[config.mk]
export PLATFORM = sky130hd
export DESIGN_NAME = sfs_front
export DESIGN_NICKNAME = d
export VERILOG_FILES = /design/src/rtl/core/sfs_pkg.sv /design/src/rtl/core/sfs_front.sv
export SDC_FILE = /design/constraint.sdc
export NUM_CORES = 1
export LEC_CHECK = 0
export BUFFER_PORTS_ARGS = -buffer_cell sky130_fd_sc_hd__buf_2
export CELL_PAD_IN_SITES_DETAIL_PLACEMENT = 1
export CELL_PAD_IN_SITES_GLOBAL_PLACEMENT = 2
export CORE_MARGIN = 1
export CORE_UTILIZATION = 41
export DETAILED_ROUTE_END_ITERATION = 7
export PLACE_DENSITY_LB_ADDON = 0.2
export SKIP_CTS_REPAIR_TIMING = 1
export SYNTH_ARGS = -nofsm -noshare
export SYNTH_HDL_FRONTEND = slang
export SYNTH_SLANG_ARGS = --single-unit
[constraint.sdc]
create_clock -name i_clk -period 4.8 [get_ports i_clk]
set_input_delay 0.48 -clock i_clk [delete_from_list [all_inputs] [get_ports i_clk]]
set_output_delay 0.48 -clock i_clk [all_outputs]
set_load 0.01 [all_outputs]
[src/rtl/core/sfs_pkg.sv]
// Shared types, constants and helper functions of the sprite frame sequencer.
`timescale 1ns / 1ps
`default_nettype none
package sfs_pkg;

    localparam int ANIM_SLOTS  = 16;
    localparam int MAX_FRAMES  = 64;
    localparam int ANIM_W      = 4;
    localparam int FRAME_W     = 6;
    localparam int HOLD_DEPTH  = ANIM_SLOTS * MAX_FRAMES;
    localparam int HOLD_AW     = ANIM_W + FRAME_W;
    localparam int CATCHUP     = 1024;
    localparam int QUEUE_DEPTH = 4;
    localparam int QUEUE_AW    = 2;

    localparam logic [15:0] LFSR_SEED = 16'hACE1;
    localparam logic [15:0] LFSR_TAPS = 16'hB400;

    localparam logic [2:0] CMD_TICK  = 3'd0;
    localparam logic [2:0] CMD_DESC  = 3'd1;
    localparam logic [2:0] CMD_HOLD  = 3'd2;
    localparam logic [2:0] CMD_START = 3'd3;
    localparam logic [2:0] CMD_STOP  = 3'd4;

    localparam logic [1:0] MODE_LR   = 2'd0;
    localparam logic [1:0] MODE_RL   = 2'd1;
    localparam logic [1:0] MODE_BF   = 2'd2;
    localparam logic [1:0] MODE_RAND = 2'd3;

    typedef enum logic [2:0] {
        OP_TICK  = 3'd0,
        OP_DESC  = 3'd1,
        OP_HOLD  = 3'd2,
        OP_START = 3'd3,
        OP_STOP  = 3'd4,
        OP_NONE  = 3'd5
    } t_op;

    typedef struct packed {
        t_op                op;
        logic [31:0]        elapsed;
        logic [ANIM_W-1:0]  anim;
        logic [FRAME_W-1:0] frame;
        logic [11:0]        bx;
        logic [11:0]        by;
        logic [11:0]        stride;
        logic [7:0]         value;
        logic [6:0]         count;
        logic [31:0]        delay;
        logic [1:0]         mode;
        logic [8:0]         loops;
        logic [4:0]         next;
    } t_item;

    typedef struct packed {
        logic [11:0] bx;
        logic [11:0] by;
        logic [11:0] stride;
        logic [6:0]  count;
        logic [31:0] delay;
        logic [1:0]  mode;
        logic [8:0]  loops;
        logic [4:0]  next;
    } t_desc;

    typedef struct packed {
        logic clearing;
        logic deq;
    } t_stat;

    // displayed slot for a frame counter value
    function automatic logic [7:0] slot_of(input logic [6:0] count, input logic [1:0] mode,
                                           input logic [7:0] cfr);
        logic [7:0] n;
        logic [7:0] n2;
        logic [7:0] r;
        n  = {1'b0, count};
        n2 = {count, 1'b0};
        if (mode == MODE_LR || (mode == MODE_BF && cfr < n)) begin
            r = cfr;
        end else if (mode == MODE_RL || mode == MODE_RAND) begin
            r = (cfr < n) ? (n - cfr - 8'd1) : 8'd0;
        end else begin
            r = (cfr < n2) ? (n2 - cfr - 8'd1) : 8'd0;
        end
        return r;
    endfunction

    function automatic logic [15:0] lfsr_next(input logic [15:0] l);
        logic [15:0] r;
        r = l >> 1;
        if (l[0]) begin
            r = r ^ LFSR_TAPS;
        end
        return r;
    endfunction

endpackage
`default_nettype wire

[src/rtl/core/sfs_front.sv]
// Front end: accepts items, decodes the command and queues them for the back end.
`timescale 1ns / 1ps
`default_nettype none
module sfs_front (
    input  wire logic          i_clk,
    input  wire logic          i_rst_n,
    input  wire logic          i_push,
    output logic               o_full,
    input  wire logic [2:0]    i_cmd,
    input  wire logic [31:0]   i_elapsed,
    input  wire logic [3:0]    i_anim_index,
    input  wire logic [5:0]    i_frame_index,
    input  wire logic [11:0]   i_base_x,
    input  wire logic [11:0]   i_base_y,
    input  wire logic [11:0]   i_frame_stride,
    input  wire logic [7:0]    i_count_value,
    input  wire logic [31:0]   i_frame_delay,
    input  wire logic [1:0]    i_browse_mode,
    input  wire logic [8:0]    i_loop_limit,
    input  wire logic [4:0]    i_next_anim,
    output logic               o_valid,
    output sfs_pkg::t_item     o_item,
    input  wire logic          i_deq
);
    sfs_pkg::t_item r_q [sfs_pkg::QUEUE_DEPTH];
    logic [sfs_pkg::QUEUE_AW-1:0] r_wp, r_rp;
    logic [sfs_pkg::QUEUE_AW:0]   r_cnt;
    sfs_pkg::t_item n_item;
    logic wr, rd;

    always_comb begin
        n_item         = '0;
        n_item.elapsed = i_elapsed;
        n_item.anim    = i_anim_index;
        n_item.frame   = i_frame_index;
        n_item.bx      = i_base_x;
        n_item.by      = i_base_y;
        n_item.stride  = i_frame_stride;
        n_item.value   = i_count_value;
        n_item.count   = (i_count_value > 8'(sfs_pkg::MAX_FRAMES)) ?
                         7'(sfs_pkg::MAX_FRAMES) : i_count_value[6:0];
        n_item.delay   = (i_frame_delay == 32'd0) ? 32'd1 : i_frame_delay;
        n_item.mode    = i_browse_mode;
        n_item.loops   = i_loop_limit;
        n_item.next    = i_next_anim;
        case (i_cmd)
            sfs_pkg::CMD_TICK:  n_item.op = sfs_pkg::OP_TICK;
            sfs_pkg::CMD_DESC:  n_item.op = sfs_pkg::OP_DESC;
            sfs_pkg::CMD_HOLD:  n_item.op = sfs_pkg::OP_HOLD;
            sfs_pkg::CMD_START: n_item.op = sfs_pkg::OP_START;
            sfs_pkg::CMD_STOP:  n_item.op = sfs_pkg::OP_STOP;
            default:            n_item.op = sfs_pkg::OP_NONE;
        endcase
    end

    assign o_full  = (r_cnt == (sfs_pkg::QUEUE_AW+1)'(sfs_pkg::QUEUE_DEPTH));
    assign o_valid = (r_cnt != '0);
    assign o_item  = r_q[r_rp];
    assign wr      = i_push && !o_full;
    assign rd      = i_deq && o_valid;

    always_ff @(posedge i_clk) begin
        if (wr) begin
            r_q[r_wp] <= n_item;
        end
        if (!i_rst_n) begin
            r_wp  <= '0;
            r_rp  <= '0;
            r_cnt <= '0;
        end else begin
            if (wr) r_wp <= r_wp + 1'b1;
            if (rd) r_rp <= r_rp + 1'b1;
            if (wr && !rd) r_cnt <= r_cnt + 1'b1;
            else if (rd && !wr) r_cnt <= r_cnt - 1'b1;
        end
    end
endmodule
`default_nettype wire

==> results.txt <==
----------------------------------------------------
[Cells and area]
  Synthesis-to-finish area growth ... 18.4%
  Final nets ... 1,302
  Fraction of layout instances using a drive strength above 1 ... 43.9%
  Number of fillers in the final layout ... 4,652
  Area of the multi-input gates ... 3640 um2
  Sequential cell area ... 17,500 um2
  Final cell count without fillers ... 1,879

[Floorplanning]
  X dimension of the die ... 231 um
  Die Footprint ... 53,200 um2
  Number of placement rows ... 83
  Number of placed I/O pins ... 287
  Die height ... 231 um
  Placeable core region ... 51,500 um2
  Initial core utilization ... 41.6%

[Synth]
  Syn_nets ... 1,002
  Synth Area in Adders ... 0.385%
  Mux cell area share after synthesis ... 15.2%
  Synthesized-area fraction occupied by and/or/nand/nor cells ... 0.881%
  Compound-Gate Fraction of Synth Area ... 0.286%
  Top cells by count, synth ... sky130_fd_sc_hd__edfxtp_1, sky130_fd_sc_hd__mux4_2, sky130_fd_sc_hd__clkbuf_1
  Syn_area_per_cell ... 25.1 um2
  Async SR Flop Fraction ... 0%
  Register bit count reported by yosys ... 585
  Prevailing post-synth register cell ... sky130_fd_sc_hd__edfxtp_1
  Dominant combinational cell family by area after synthesis ... multiplexers
  Post-synthesis instance area ... 21,400 um2
  Number of synthesis warnings ... 0
  Synth area leaders ... sky130_fd_sc_hd__edfxtp_1, sky130_fd_sc_hd__mux4_2, sky130_fd_sc_hd__dfxtp_1
  Mapped Cells ... 855
  Library cells used by synthesis ... 27
  Seq/Total Area, Yosys ... 81.5%
  Xor and xnor area share after synthesis ... 0.163%
  Dominant cell type by area after synthesis ... sky130_fd_sc_hd__edfxtp_1
  Proportion of netlist area held by the largest area contributor ... 80.6%
  Number of synthesized flops with an enable pin ... 576
  Most common cell in the synthesized netlist ... sky130_fd_sc_hd__edfxtp_1

[CTS]
  CTS H-tree lvls ... 2
  Reg clk slew, reported paths ... 0.06 ns
  Clk sink count ... 585
  CTS tree ... built
  Root Driver ... sky130_fd_sc_hd__clkbuf_16
  Maximum buffer depth of the clock tree ... 3
  Total CTS buffers ... 59
  Clock latency on the worst-skew pair ... 0.60 ns

[Route]
  Via-to-Cell Ratio ... 5.19
  Drc violations ... 0
  Vias after detailed routing ... 9,758
  Number of DRC markers after the initial detailed-route iteration ... 528
  Routed WL per cell ... 24.0 um
  Routed Wire Length ... 45.1 mm
  Final antenna-violating net count ... 0
  Pre-Repair DR Iteration Count ... 4

[Timing]
  Part of the cycle the worst path needs ... 67.2%
  Max-Slew Margin vs Limit ... 26.2%
  Slew at the pin closest to its max-slew limit ... 1.11 ns
  Fin crit period ... 3.22 ns
  Worst clock skew ... 0.00940 ns
  Worst hold slack ... 0.0941 ns
  Setup tns final ... 0 ns
  Final Slew Violations ... 0
  Number of hold violations in the final report ... 0
  Setup repair after global routing missed its margin ... no
  Final setup violation count ... 0
  Worst Slack Setup Final ... 1.58 ns
  Highest attainable clock frequency ... 0.310 GHz

[Power]
  Maximum resistive drop on vdd ... 0.355 mV
  Power, Total ... 13.5 mW
  Power per cell area ... 531 nW/um2
  Static leakage ... 8.38 nW

[Critical path]
  Peak per-stage delay on the critical path ... 0.94 ns
  Critical Path AT ... 2.74 ns
  CP endpoint kind ... primary output
  Critical-path cell with the highest stage delay ... sky130_fd_sc_hd__dfxtp_4
  Highest net fanout along the worst path ... 38
  Ordered list of cells on the worst path ... buf_4 -> mux4_2 -> buf_2
  Critical Path Start Type ... flop
  CP required ... 4.32 ns
  Crit path kind ... flop to primary output

[Placed design]
  PortBufs ... 286
  Place WS ... 2.08 ns
  GP Congestion ... 0.718
  Cell total after placement ... 1,774
  Detail Placement HPWL ... 26.7 mm

[Global route]
  Total congestion overflow after global routing ... 0
  GRT Total Usage ... 17.0%
  Global-route wire length before repair ... 66.9 mm
  Vias in the first global route ... 10,472
  Pin count of the biggest net entering global routing ... 69
  Antenna violations before repair ... 4

[Flow run]
  Reported max-cap violation count ... 0

[Worst hold path]
  Classification of the worst-slack hold path ... input pin to flop

[Run status]
  Run status ... completed

----------------------------------------------------
==> kinds of logic (layout without fill, tap and decap cells) <==
family                     after synthesis  after routing
muxes                                  145            145
xor gates and xnor gates                 4              4
adders and majority gates                6              6
AOI/OAI and AO/OA                       10             10
and+or+nand+nor                         33             33
buffers and inverters                   72            415
other                                    0              1
DFF                                    585            585
==> cell usage in the layout (no fill, tap or decap), types with 2 or more instances in the layout <==
| cell type | Yosys | routed |
|---|---|---|
| sky130_fd_sc_hd__buf_12 | 0 | 9 |
| sky130_fd_sc_hd__mux4_2 | 144 | 144 |
| sky130_fd_sc_hd__nand4_1 | 2 | 2 |
| sky130_fd_sc_hd__o21ai_0 | 3 | 3 |
| sky130_fd_sc_hd__clkbuf_16 | 0 | 59 |
| sky130_fd_sc_hd__clkinv_1 | 0 | 14 |
| sky130_fd_sc_hd__nand3_1 | 2 | 2 |
| sky130_fd_sc_hd__a21oi_1 | 3 | 3 |
| sky130_fd_sc_hd__and2_1 | 6 | 6 |
| sky130_fd_sc_hd__inv_6 | 0 | 2 |
| sky130_fd_sc_hd__dfxtp_4 | 0 | 2 |
| sky130_fd_sc_hd__and3_4 | 0 | 4 |
| sky130_fd_sc_hd__xor2_1 | 4 | 4 |
| sky130_fd_sc_hd__inv_1 | 7 | 7 |
| sky130_fd_sc_hd__dfxtp_1 | 9 | 7 |
| sky130_fd_sc_hd__clkinvlp_4 | 0 | 2 |
| sky130_fd_sc_hd__buf_4 | 0 | 9 |
| sky130_fd_sc_hd__clkinv_2 | 0 | 7 |
| sky130_fd_sc_hd__edfxtp_1 | 576 | 576 |
| sky130_fd_sc_hd__nor4_1 | 8 | 8 |
| sky130_fd_sc_hd__clkbuf_1 | 37 | 18 |
| sky130_fd_sc_hd__buf_2 | 17 | 286 |
| sky130_fd_sc_hd__nor2_1 | 7 | 7 |
| sky130_fd_sc_hd__ha_1 | 5 | 5 |
| sky130_fd_sc_hd__or3_1 | 2 | 2 |
==> per-stage QoR <==
stage | util [%] | cell area [um2]
2_1_floorplan | - | 21400
3_3_place_gp | 46.0 | 23700
3_5_place_dp | 46.0 | 23700
4_1_cts | 49.3 | 25400
5_1_grt | 49.3 | 25400
6_report | 49.3 | 25400
==> flip-flops by register name, indices dropped and copies added (netlist names), named ones only <==
signal / count
r_wp: 2
r_rp: 2
r_cnt: 3
r_q: 576
==> where the power goes <==
| group | switching, mW | leakage (nW) | total [mW] | internal [mW] |
|---|---|---|---|---|
| combinational | 1.52 | 2.19 | 2.96 | 1.43 |
| sequential | 0.243 | 5.36 | 6.37 | 6.13 |
| clock | 1.83 | 0.828 | 4.15 | 2.31 |
| total | 3.60 | 8.38 | 13.5 | 9.87 |
==> per-layer routing <==
| layer | track usage [%] | routed length, um | up-vias |
|---|---|---|---|
| li1 | - | - | 4222 |
| met1 | 23.5 | 19700 | 5218 |
| met2 | 27.0 | 21800 | 251 |
| met3 | 4.51 | 2760 | 61 |
| met4 | 4.49 | 764 | 6 |
| met5 | 0 | 41 | - |
==> layout make-up <==
cell class                      count  area share [%]
Tap cell                          680            3.35
Multi-Input combinational cell    198            14.3
Clock buffer                       78            6.13
Clock inverter                     26           0.591
Timing Repair Buffer              304            6.61
Antenna cell                        1         0.00986
Sequential cell                   585            68.9
Inverter                            7           0.103
==> critical path: cells and delay by family, from the launching register on <==
kind / cells / cell delay (ns)
buffers and inverters: 2 / 0.61
flip-flops: 1 / 0.94
multiplexers: 1 / 0.56
==> final timing paths <==
path / end / slack [ns] / cells after the start / start
max: o_item[83] / 1.58 / 3 / flop
max reg2reg: r_q[1][66]$_DFFE_PP_ / 2.33 / 3 / r_cnt[0]$_SDFFE_PN0P_
min: r_q[1][103]$_DFFE_PP_ / 0.09 / 1 / i_frame_index[4]
min reg2reg: r_rp[1]$_SDFFE_PN0P_ / 0.53 / 2 / r_rp[1]$_SDFFE_PN0P_
Power figures use the tool's default switching activity.
